$ cat src/rtl/core/pgc_pkg.sv
// ----------------------------------------------------------------------------
// pgc_pkg
// Types and constants of the refill pump guard
// ----------------------------------------------------------------------------
package pgc_pkg;

  // configuration word and index widths
  localparam int CFG_W     = 24;
  localparam int CFG_IDX_W = 2;

  // default elapsed counter width
  localparam int TIMER_BITS_DEF = 24;

  // register indexes
  localparam logic [CFG_IDX_W-1:0] REG_RUN_LIMIT   = 2'd0;
  localparam logic [CFG_IDX_W-1:0] REG_START_DELAY = 2'd1;

  // register reset values
  localparam logic [CFG_W-1:0] RUN_LIMIT_RST   = 24'd60000;
  localparam logic [CFG_W-1:0] START_DELAY_RST = 24'd5000;

  // item opcodes
  localparam logic OP_TICK = 1'b0;
  localparam logic OP_CMD  = 1'b1;

  // one input word
  typedef struct packed {
    logic opcode;
    logic sensor_level;
    logic service_mode;
    logic water_alarm;
    logic alarm_switch_on;
  } pgc_item_t;

  // one result word
  typedef struct packed {
    logic pump_drive;
    logic start_pending;
    logic lock_active;
    logic alarm_indicator;
    logic water_seen;
    logic beep_pulse;
  } pgc_result_t;

  // limits held by the configuration registers
  typedef struct packed {
    logic [CFG_W-1:0] run_limit;
    logic [CFG_W-1:0] start_delay;
  } pgc_limits_t;

endpackage

$ cat src/rtl/core/pgc_cfg_regs.sv
// ----------------------------------------------------------------------------
// pgc_cfg_regs
// Run limit and start delay registers behind the configuration port
// ----------------------------------------------------------------------------
module pgc_cfg_regs (
  input  logic                             clk,
  input  logic                             rst_n,
  input  logic                             cfg_valid,
  output logic                             cfg_ready,
  input  logic [pgc_pkg::CFG_IDX_W-1:0]    cfg_index,
  input  logic [pgc_pkg::CFG_W-1:0]        cfg_data,
  output pgc_pkg::pgc_limits_t             limits
);

  pgc_pkg::pgc_limits_t limits_r, limits_nxt;

  // writes are always taken
  assign cfg_ready = 1'b1;

  // index decode, unknown indexes are dropped
  always_comb begin
    limits_nxt = limits_r;
    if (cfg_valid) begin
      unique case (cfg_index)
        pgc_pkg::REG_RUN_LIMIT:   limits_nxt.run_limit   = cfg_data;
        pgc_pkg::REG_START_DELAY: limits_nxt.start_delay = cfg_data;
        default:                  limits_nxt = limits_r;
      endcase
    end
  end

  always_ff @(posedge clk) begin
    if (!rst_n) begin
      limits_r.run_limit   <= pgc_pkg::RUN_LIMIT_RST;
      limits_r.start_delay <= pgc_pkg::START_DELAY_RST;
    end else begin
      limits_r <= limits_nxt;
    end
  end

  assign limits = limits_r;

endmodule

$ cat src/rtl/core/pgc_in_reg.sv
// ----------------------------------------------------------------------------
// pgc_in_reg
// Input register, refilled in the cycle its word moves on
// ----------------------------------------------------------------------------
module pgc_in_reg (
  input  logic               clk,
  input  logic               rst_n,
  input  logic               in_valid,
  output logic               in_ready,
  input  pgc_pkg::pgc_item_t in_item,
  output logic               item_valid,
  input  logic               item_take,
  output pgc_pkg::pgc_item_t item
);

  logic               valid_r, valid_nxt;
  pgc_pkg::pgc_item_t item_r;

  // free when empty or when the held word leaves this cycle
  assign in_ready = !valid_r || item_take;

  always_comb begin
    valid_nxt = valid_r;
    if (in_ready) begin
      valid_nxt = in_valid;
    end
  end

  always_ff @(posedge clk) begin
    if (!rst_n) begin
      valid_r <= 1'b0;
    end else begin
      valid_r <= valid_nxt;
    end
  end

  // payload
  always_ff @(posedge clk) begin
    if (in_valid && in_ready) begin
      item_r <= in_item;
    end
  end

  assign item_valid = valid_r;
  assign item       = item_r;

endmodule

$ cat src/rtl/core/pgc_guard_core.sv
// ----------------------------------------------------------------------------
// pgc_guard_core
// Guard state and the per-word update of pump, delay, lock and alarm
// ----------------------------------------------------------------------------
module pgc_guard_core #(
  parameter int TIMER_BITS = pgc_pkg::TIMER_BITS_DEF
) (
  input  logic                 clk,
  input  logic                 rst_n,
  input  logic                 step,
  input  pgc_pkg::pgc_item_t   item,
  input  pgc_pkg::pgc_limits_t limits,
  output pgc_pkg::pgc_result_t result
);

  localparam int CMP_W = (TIMER_BITS > pgc_pkg::CFG_W) ? TIMER_BITS : pgc_pkg::CFG_W;

  logic                  pump_running_r, pump_running_nxt;
  logic                  delay_armed_r, delay_armed_nxt;
  logic                  safety_locked_r, safety_locked_nxt;
  logic                  alarm_shown_r, alarm_shown_nxt;
  logic [TIMER_BITS-1:0] run_elapsed_r, run_elapsed_nxt;
  logic [TIMER_BITS-1:0] delay_elapsed_r, delay_elapsed_nxt;

  logic [TIMER_BITS-1:0] run_inc;
  logic [TIMER_BITS-1:0] delay_inc;
  logic                  water;
  logic                  over_run;
  logic                  delay_done;
  logic                  beep;

  // saturating counter advance
  assign run_inc   = (&run_elapsed_r)   ? run_elapsed_r   : run_elapsed_r + 1'b1;
  assign delay_inc = (&delay_elapsed_r) ? delay_elapsed_r : delay_elapsed_r + 1'b1;

  // sensor pin is low when water is present
  assign water = !item.sensor_level;

  // limit compares at a common width
  assign over_run   = CMP_W'(run_inc) > CMP_W'(limits.run_limit);
  assign delay_done = CMP_W'(delay_inc) >= CMP_W'(limits.start_delay);

  // priority checks for a tick, lock reset for a command with the alarm switch off
  always_comb begin
    pump_running_nxt  = pump_running_r;
    delay_armed_nxt   = delay_armed_r;
    safety_locked_nxt = safety_locked_r;
    alarm_shown_nxt   = alarm_shown_r;
    run_elapsed_nxt   = run_elapsed_r;
    delay_elapsed_nxt = delay_elapsed_r;
    beep              = 1'b0;
    if (item.opcode == pgc_pkg::OP_CMD) begin
      if (!item.alarm_switch_on) begin
        safety_locked_nxt = 1'b0;
        alarm_shown_nxt   = 1'b0;
        beep              = 1'b1;
      end
    end else begin
      run_elapsed_nxt   = run_inc;
      delay_elapsed_nxt = delay_inc;
      if (item.service_mode) begin
        // service holds the pump off, an armed delay stays armed
        if (pump_running_r) begin
          pump_running_nxt = 1'b0;
          run_elapsed_nxt  = '0;
        end
      end else if (pump_running_r && over_run) begin
        // over-run trips the lock
        pump_running_nxt  = 1'b0;
        run_elapsed_nxt   = '0;
        safety_locked_nxt = 1'b1;
        alarm_shown_nxt   = 1'b1;
      end else if (safety_locked_r || item.water_alarm) begin
        if (pump_running_r) begin
          pump_running_nxt = 1'b0;
          run_elapsed_nxt  = '0;
        end
      end else if (!water && pump_running_r) begin
        // ran dry
        pump_running_nxt = 1'b0;
        run_elapsed_nxt  = '0;
        delay_armed_nxt  = 1'b0;
        alarm_shown_nxt  = 1'b1;
      end else if (water && !pump_running_r && !delay_armed_r) begin
        // arming tick does nothing more
        delay_armed_nxt   = 1'b1;
        delay_elapsed_nxt = '0;
      end else if (delay_armed_r && !pump_running_r && delay_done) begin
        pump_running_nxt = 1'b1;
        run_elapsed_nxt  = '0;
        delay_armed_nxt  = 1'b0;
      end
    end
  end

  // state moves only with a word
  always_ff @(posedge clk) begin
    if (!rst_n) begin
      pump_running_r  <= 1'b0;
      delay_armed_r   <= 1'b0;
      safety_locked_r <= 1'b0;
      alarm_shown_r   <= 1'b0;
      run_elapsed_r   <= '0;
      delay_elapsed_r <= '0;
    end else if (step) begin
      pump_running_r  <= pump_running_nxt;
      delay_armed_r   <= delay_armed_nxt;
      safety_locked_r <= safety_locked_nxt;
      alarm_shown_r   <= alarm_shown_nxt;
      run_elapsed_r   <= run_elapsed_nxt;
      delay_elapsed_r <= delay_elapsed_nxt;
    end
  end

  // result shows the state after the word
  always_comb begin
    result.pump_drive      = pump_running_nxt;
    result.start_pending   = delay_armed_nxt;
    result.lock_active     = safety_locked_nxt;
    result.alarm_indicator = alarm_shown_nxt;
    result.water_seen      = (item.opcode == pgc_pkg::OP_TICK) && water;
    result.beep_pulse      = beep;
  end

endmodule

$ cat src/rtl/core/pgc_out_reg.sv
// ----------------------------------------------------------------------------
// pgc_out_reg
// Result register, loaded when empty or while the previous word is being taken
// ----------------------------------------------------------------------------
module pgc_out_reg (
  input  logic                 clk,
  input  logic                 rst_n,
  input  logic                 res_valid,
  output logic                 res_take,
  input  pgc_pkg::pgc_result_t res,
  output logic                 out_valid,
  input  logic                 out_ready,
  output pgc_pkg::pgc_result_t out_res
);

  logic                 valid_r, valid_nxt;
  pgc_pkg::pgc_result_t res_r;

  // load when empty or drained this cycle
  assign res_take = res_valid && (!valid_r || out_ready);

  always_comb begin
    valid_nxt = valid_r;
    if (res_take) begin
      valid_nxt = 1'b1;
    end else if (out_ready) begin
      valid_nxt = 1'b0;
    end
  end

  always_ff @(posedge clk) begin
    if (!rst_n) begin
      valid_r <= 1'b0;
    end else begin
      valid_r <= valid_nxt;
    end
  end

  // payload
  always_ff @(posedge clk) begin
    if (res_take) begin
      res_r <= res;
    end
  end

  assign out_valid = valid_r;
  assign out_res   = res_r;

endmodule

$ cat src/rtl/core/pump_guard_controller.sv
// ----------------------------------------------------------------------------
// pump_guard_controller
// Refill pump guard: run-time lock, dry-run stop and delayed start per word
// ----------------------------------------------------------------------------
//  channel   direction  handshake              payload
//  in        input      in_valid / in_ready    opcode, sensor, mode, alarm, switch
//  out       output     out_valid / out_ready  pump, pending, lock, alarm, water, beep
//  cfg       input      cfg_valid / cfg_ready  cfg_index, cfg_data
//
//  one word per cycle unless the output stalls; results are registered
//  the guard update is one pass of compare-and-select between the input
//  register and the result register
//  synchronous reset clears the guard state and sets the limit defaults
//  a stalled output holds its result while the input register keeps one more word
// ----------------------------------------------------------------------------
module pump_guard_controller #(
  parameter int TIMER_BITS = pgc_pkg::TIMER_BITS_DEF
) (
  input  logic                          clk,
  input  logic                          rst_n,
  input  logic                          in_valid,
  output logic                          in_ready,
  input  logic                          in_opcode,
  input  logic                          in_sensor_level,
  input  logic                          in_service_mode,
  input  logic                          in_water_alarm,
  input  logic                          in_alarm_switch_on,
  output logic                          out_valid,
  input  logic                          out_ready,
  output logic                          out_pump_drive,
  output logic                          out_start_pending,
  output logic                          out_lock_active,
  output logic                          out_alarm_indicator,
  output logic                          out_water_seen,
  output logic                          out_beep_pulse,
  input  logic                          cfg_valid,
  output logic                          cfg_ready,
  input  logic [pgc_pkg::CFG_IDX_W-1:0] cfg_index,
  input  logic [pgc_pkg::CFG_W-1:0]     cfg_data
);

  pgc_pkg::pgc_item_t   in_item;
  pgc_pkg::pgc_item_t   item;
  pgc_pkg::pgc_limits_t limits;
  pgc_pkg::pgc_result_t res;
  pgc_pkg::pgc_result_t out_res;
  logic                 item_valid;
  logic                 step;

  // pack the input word
  assign in_item.opcode          = in_opcode;
  assign in_item.sensor_level    = in_sensor_level;
  assign in_item.service_mode    = in_service_mode;
  assign in_item.water_alarm     = in_water_alarm;
  assign in_item.alarm_switch_on = in_alarm_switch_on;

  pgc_cfg_regs u_cfg (
    .clk       (clk),
    .rst_n     (rst_n),
    .cfg_valid (cfg_valid),
    .cfg_ready (cfg_ready),
    .cfg_index (cfg_index),
    .cfg_data  (cfg_data),
    .limits    (limits)
  );

  pgc_in_reg u_in (
    .clk        (clk),
    .rst_n      (rst_n),
    .in_valid   (in_valid),
    .in_ready   (in_ready),
    .in_item    (in_item),
    .item_valid (item_valid),
    .item_take  (step),
    .item       (item)
  );

  pgc_guard_core #(
    .TIMER_BITS (TIMER_BITS)
  ) u_core (
    .clk    (clk),
    .rst_n  (rst_n),
    .step   (step),
    .item   (item),
    .limits (limits),
    .result (res)
  );

  pgc_out_reg u_out (
    .clk       (clk),
    .rst_n     (rst_n),
    .res_valid (item_valid),
    .res_take  (step),
    .res       (res),
    .out_valid (out_valid),
    .out_ready (out_ready),
    .out_res   (out_res)
  );

  // unpack the result word
  assign out_pump_drive      = out_res.pump_drive;
  assign out_start_pending   = out_res.start_pending;
  assign out_lock_active     = out_res.lock_active;
  assign out_alarm_indicator = out_res.alarm_indicator;
  assign out_water_seen      = out_res.water_seen;
  assign out_beep_pulse      = out_res.beep_pulse;

endmodule

$ cat config.mk
export PLATFORM = sky130hd
export DESIGN_NAME = pump_guard_controller
export DESIGN_NICKNAME = d
export VERILOG_FILES = /design/src/rtl/core/pgc_pkg.sv /design/src/rtl/core/pgc_cfg_regs.sv /design/src/rtl/core/pgc_in_reg.sv /design/src/rtl/core/pgc_guard_core.sv /design/src/rtl/core/pgc_out_reg.sv /design/src/rtl/core/pump_guard_controller.sv
export SDC_FILE = /design/constraint.sdc
export NUM_CORES = 1
export LEC_CHECK = 0
export BUFFER_PORTS_ARGS = -buffer_cell sky130_fd_sc_hd__buf_2
export CORE_UTILIZATION = 45
export DETAILED_ROUTE_END_ITERATION = 8
export SYNTH_ARGS = -nofsm -noshare
export SYNTH_HDL_FRONTEND = slang
export SYNTH_SLANG_ARGS = --single-unit
$ cat constraint.sdc
create_clock -name clk -period 11.5 [get_ports clk]
set_input_delay 0.575 -clock clk [delete_from_list [all_inputs] [get_ports clk]]
set_output_delay 0.575 -clock clk [all_outputs]
set_load 0.02 [all_outputs]
# Word level (Yosys, flattened, before mapping)
# Cells that the tools add are included.
# totals
reg_bits	113
inputBits	36
word_cells	92
# op_classes
addsub	2
n_lt_le_gt_ge	2
n_eq_ne	1
n_mux	41
bitwise	1
n_reduce_logical	24
# op_table
op	n
$mux 24	14
$add 24x1->24 const B	2
$reduce_and 24->1	2
$mux 1	27
$ge 24x24->1	1
$gt 24x24->1	1
$logic_and 1x1->1	9
$reduce_and 2->1	3
$logic_not 1->1	5
$logic_or 1x1->1	3
$eq 2x1->1 const B	1
$logic_not 2->1	1
$reduce_bool 2->1	1
$not 1->1	1

# Depth between registers and ports, before layout
# logic_depth
ltp_word	11
mapped_depth	17
mapped_depth_nobuf	15

# Hierarchy
# A second synthesis with hierarchy kept.
# unflattened
hier_cells	816
hier_area_um2	6805.3
# modules_own_cells
mod	n_inst	cells_per_inst	area_per_inst_um2	seq_area_each_um2
pgc_guard_core	1	596	4415.5	1041.0
pgc_cfg_regs	1	200	1954.4	960.9
pgc_out_reg	1	10	227.7	200.2
pgc_in_reg	1	10	207.7	170.2

# Worst setup path before layout
# OpenSTA, ideal clock, no wires.
# synth_timing
path_type	reg-to-reg
start	register u_core.run_elapsed_r[16]
end	register u_core.run_elapsed_r[18]
arrival_time_ns	3.652
slack_ns	7.724
stages_incl_launch_ff	17
n_path_buf	2
period_less_slack_ns	3.776
path_cell_list	dfxtp_1 > clkbuf_1 > and4_1 > and3_1 > a21oi_1 > nand4_1 > o21ai_0 > nand2_1 > ha_1 > nand4_1 > nor4_1 > o211ai_1 > a41oi_2 > a21oi_2 > buf_2 > a31oi_1 > o22ai_1
# synth_via
elab_chain_len	8
word_cells_on_any_way	12
# synth_rtl
item	line	text
start: declaration	pgc_guard_core.sv:22	logic [TIMER_BITS-1:0] run_elapsed_r, run_elapsed_nxt;
start signal: assignment	pgc_guard_core.sv:110	run_elapsed_r <= run_elapsed_nxt;
$add 24x1->24 / $reduce_and 24->1 (equally long branches)	pgc_guard_core.sv:33	assign run_inc = (&run_elapsed_r) ? run_elapsed_r : run_elapsed_r + 1'b1;
$mux 24 *	pgc_guard_core.sv:33	
branches (longest 5 deep; another with $gt 24x24->1)	--	
$mux 24 *	pgc_guard_core.sv:61	if (item.service_mode) begin
# Mark *: on every way between the ends.
# A chain may end at the register's enable or synchronous reset.

# Final worst setup path
# layout_timing
start	register u_core.run_elapsed_r[17]
end	register u_core.run_elapsed_r[17]
# Same word-level chain as after synthesis.

==> impl_metrics.sql <==
INSERT INTO impl_metrics (metric_group, metric, value, unit) VALUES
('worst_setup_path', 'rr_startpoint', 'u_core.run_elapsed_r[17]', ''),
('route', 'final_antenna_net_count', '0', ''),
('worst_setup_path', 'critical_path_arrival', '5.09', 'ns'),
('die', 'std_cell_rows', '43', ''),
('logic_synthesis', 'synth_top_family_by_area', 'simple AND/OR/NAND/NOR gates', ''),
('cells_and_area', 'stdcell_area', '7380', 'um2'),
('hold_path', 'holdCritStartpoint', 'in_sensor_level', ''),
('global_routing', 'top_usage_layer', 'met2', ''),
('global_routing', 'globalRouteMet2Util', '37.4', '%'),
('route', 'detail_route.wl_per_cell', '16.1', 'um'),
('cells_and_area', 'area_used_by_multi_input_combinational_logic', '3820', 'um2'),
('placed_design', 'numPortBuffers', '43', ''),
('logic_synthesis', 'complex_gate_fraction_of_the_synthesized_area', '20.4', '%'),
('placed_design', 'detail_placement_hpwl', '12000', 'um'),
('sta', 'timing.slew.headroom', '32.7', '%'),
('clock_network', 'tritoncts_clock_tree', 'done', ''),
('cells_and_area', 'final_common_cell', 'sky130_fd_sc_hd__nand2_1', ''),
('global_routing', 'grt_util_met1', '30.5', '%'),
('clock_network', 'cts_hold_buffers', '0', ''),
('worst_setup_path', 'critical_path_peak_fanout', '36', ''),
('logic_synthesis', 'synth-xor-area-share', '5.33', '%'),
('logic_synthesis', 'synth-simple-area-share', '22.5', '%'),
('sta', 'maxSlewViolCount', '0', ''),
('worst_setup_path', 'depth_of_the_worst_register_to_register_path', '15', ''),
('sta', 'report.final.hold_viol_count', '0', ''),
('logic_synthesis', 'register_area_share_after_synthesis', '36.1', '%'),
('clock_network', 'clockRootBuffer', 'sky130_fd_sc_hd__clkbuf_16', ''),
('outcome', 'result_of_the_run', 'complete, no violations', ''),
('global_routing', 'maximum_number_of_pins_on_one_net_before_global_route_repair', '81', ''),
('logic_synthesis', 'synth.distinct_cells', '60', ''),
('die', 'core_region_area', '14000', 'um2'),
('placed_design', 'postPlaceCellArea', '6890', 'um2'),
('cells_and_area', 'fraction_of_layout_cells_with_a_size_suffix_above_1', '9.86', '%'),
('route', 'post-route-drc-count', '0', ''),
('logic_synthesis', 'ys_ff_latch', '113', ''),
('route', 'drt_first_iter_violations', '444', ''),
('route', 'detail_route.first_pass.iterations', '6', ''),
('logic_synthesis', 'number_of_synthesized_flops_with_an_enable_pin', '11', ''),
('hold_path', 'min_delay_path_depth', '1', ''),
('logic_synthesis', 'post_synth_inst_count', '801', ''),
('die', 'start_util', '46.8', '%'),
('route', 'totalWireLength', '16400', 'um'),
('worst_setup_path', 'rr_endpoint', 'u_core.run_elapsed_r[17]', ''),
('route', 'route.vias.total', '5765', ''),
('global_routing', 'grt_remaining_overflow', '0', ''),
('cells_and_area', 'layout.cells.most_common_list', 'sky130_fd_sc_hd__nand2_1, sky130_fd_sc_hd__dfxtp_1, sky130_fd_sc_hd__inv_1, sky130_fd_sc_hd__ha_1, sky130_fd_sc_hd__buf_2', ''),
('cells_and_area', 'final_net_count', '915', ''),
('clock_network', 'cts-buffers-inserted', '17', ''),
('cells_and_area', 'fillerInstances', '1334', ''),
('sta', 'fmax', '0.207', 'GHz'),
('worst_setup_path', 'criticalPathCategory', 'reg2reg', ''),
('cells_and_area', 'seq_area', '2370', 'um2'),
('logic_synthesis', 'yosysWarningCount', '0', ''),
('route', 'post_drt_via_cell_ratio', '5.64', ''),
('cells_and_area', 'utilization', '52.6', '%'),
('die', 'total_die_area', '15100', 'um2'),
('logic_synthesis', 'muxShareOfSynthArea', '0.324', '%'),
('hold_path', 'min-delay-path-class', 'in2reg', ''),
('worst_setup_path', 'timing.critical_path.from_type', 'flip-flop', ''),
('run', 'maxCapViolations', '0', ''),
('worst_setup_path', 'worstPathRequired', '11.76', 'ns'),
('pwr', 'vdd.ir_drop.worst', '0.0965', 'mV'),
('worst_setup_path', 'reg_to_reg_setup_timing_slack', '6.68', 'ns'),
('logic_synthesis', 'synth_flop_cell', 'sky130_fd_sc_hd__dfxtp_1', ''),
('sta', 'tmin_final', '4.82', 'ns'),
('pwr', 'leakagePower', '3.02', 'nW'),
('hold_path', 'endpoint_of_the_worst_hold_path', 'u_in.item[3]', ''),
('global_routing', 'global_route_wire_length_before_repair', '27000', 'um'),
('die', 'pin_count', '45', ''),
('logic_synthesis', 'syn-num-nets', '887', ''),
('clock_network', 'cts.path.max_buffers', '2', '');
==> worst max path at each step <==
stage,start,end,slack [ns],cells past startpoint
after global routing,u_core.run_elapsed_r[17],u_core.run_elapsed_r[11],6.30,15
final,u_core.run_elapsed_r[17],u_core.run_elapsed_r[17],6.68,15
after CTS,u_core.run_elapsed_r[17],u_core.run_elapsed_r[17],6.65,15
after global placement,u_core.run_elapsed_r[16],u_core.run_elapsed_r[17],6.87,15
after detailed placement,u_core.run_elapsed_r[17],u_core.run_elapsed_r[13],6.72,15
after floorplan,u_core.run_elapsed_r[16],u_core.run_elapsed_r[18],7.72,16
==> metrics by stage <==
step / hold slack (ns) / std cells / setup WS (ns)
detailed placement: 0.459 / 990 / 6.72
global route: 0.316 / 1022 / 6.30
global placement: 0.457 / 990 / 6.87
finish: 0.331 / 1022 / 6.68
CTS: 0.317 / 1022 / 6.65
floorplan: 0.443 / 801 / 7.72
==> registers in the layout, indices dropped and copies added (netlist names) <==
register	flops
u_in.item_valid	1
u_core.delay_armed_r	1
u_core.alarm_shown_r	1
u_core.delay_elapsed_r	24
u_out.out_valid	1
u_core.safety_locked_r	1
u_cfg.limits	48
u_core.run_elapsed_r	24
u_out.out_res	6
u_core.pump_running_r	1
u_in.item	5
==> synthesized netlist by cell type, types with 3 or more instances <==
master | count | area (um2)
sky130_fd_sc_hd__buf_2 | 8 | 40.0
sky130_fd_sc_hd__dfxtp_1 | 102 | 2040
sky130_fd_sc_hd__xnor2_1 | 20 | 175
sky130_fd_sc_hd__a22oi_1 | 11 | 82.6
sky130_fd_sc_hd__a21o_1 | 6 | 45.0
sky130_fd_sc_hd__and2_1 | 8 | 50.1
sky130_fd_sc_hd__nor4_1 | 6 | 37.5
sky130_fd_sc_hd__nor2_1 | 36 | 135
sky130_fd_sc_hd__nand4_1 | 17 | 106
sky130_fd_sc_hd__a41oi_1 | 4 | 35.0
sky130_fd_sc_hd__and3_1 | 8 | 50.1
sky130_fd_sc_hd__ha_1 | 50 | 626
sky130_fd_sc_hd__nor2b_1 | 19 | 119
sky130_fd_sc_hd__a21boi_0 | 38 | 285
sky130_fd_sc_hd__a21oi_1 | 30 | 150
sky130_fd_sc_hd__clkbuf_1 | 28 | 105
sky130_fd_sc_hd__o21ai_0 | 22 | 110
sky130_fd_sc_hd__nand3b_1 | 5 | 37.5
sky130_fd_sc_hd__nand3_1 | 34 | 170
sky130_fd_sc_hd__a32o_1 | 14 | 140
sky130_fd_sc_hd__xor2_1 | 20 | 175
sky130_fd_sc_hd__nor3_1 | 16 | 80.1
sky130_fd_sc_hd__o211ai_1 | 18 | 135
sky130_fd_sc_hd__edfxtp_1 | 11 | 330
sky130_fd_sc_hd__o211a_1 | 3 | 30.0
sky130_fd_sc_hd__o21a_1 | 4 | 30.0
sky130_fd_sc_hd__nand2_1 | 142 | 533
sky130_fd_sc_hd__nand2b_1 | 3 | 18.8
sky130_fd_sc_hd__inv_1 | 59 | 221
sky130_fd_sc_hd__a31oi_1 | 17 | 106
sky130_fd_sc_hd__o41ai_1 | 5 | 43.8
==> critical path, cell delays in order, from the launching register on <==
cell and delay, ns:
sky130_fd_sc_hd__dfxtp_1 0.38, sky130_fd_sc_hd__and4_1 0.24, sky130_fd_sc_hd__and3_1 0.22, sky130_fd_sc_hd__a21oi_1 0.59
sky130_fd_sc_hd__nand4_1 0.34, sky130_fd_sc_hd__o21ai_0 0.35, sky130_fd_sc_hd__nand2_1 0.10, sky130_fd_sc_hd__ha_1 0.31
sky130_fd_sc_hd__nand4_1 0.18, sky130_fd_sc_hd__nor4_1 0.61, sky130_fd_sc_hd__o211ai_1 0.20, sky130_fd_sc_hd__a41oi_2 0.45
sky130_fd_sc_hd__a21oi_2 0.11, sky130_fd_sc_hd__buf_4 0.26, sky130_fd_sc_hd__a41oi_1 0.24, sky130_fd_sc_hd__a31oi_1 0.08
==> layer usage <==
metal	part of all wire (%)	up-vias
li1	-	2898
met1	47	2731
met2	47	107
met3	3.7	29
met4	1.8	0
met5	0	-
==> power breakdown <==
part | internal, mW | switching (mW) | leakage (nW)
combinational | 0.0232 | 0.0415 | 1.84
sequential | 0.408 | 0.00616 | 0.933
clock | 0.269 | 0.178 | 0.239
total | 0.700 | 0.226 | 3.02
==> cell type report <==
cell class,instances,area share (%)
Timing Repair Buffer,48,3.42
Inverter,59,3.00
Clock buffer,22,6.01
Tap cell,180,3.05
Multi-Input combinational cell,590,51.8
Clock inverter,10,0.627
Sequential cell,113,32.1
==> logic make-up after synthesis <==
| group | count (synthesis) |
|---|---|
| mux | 2 |
| simple gates | 310 |
| xor+xnor | 40 |
| other cells | 1 |
| compound gates | 187 |
| buf+inv | 98 |
| fa+ha+maj | 50 |
| flops | 113 |
(Power assumes the default switching activity.)
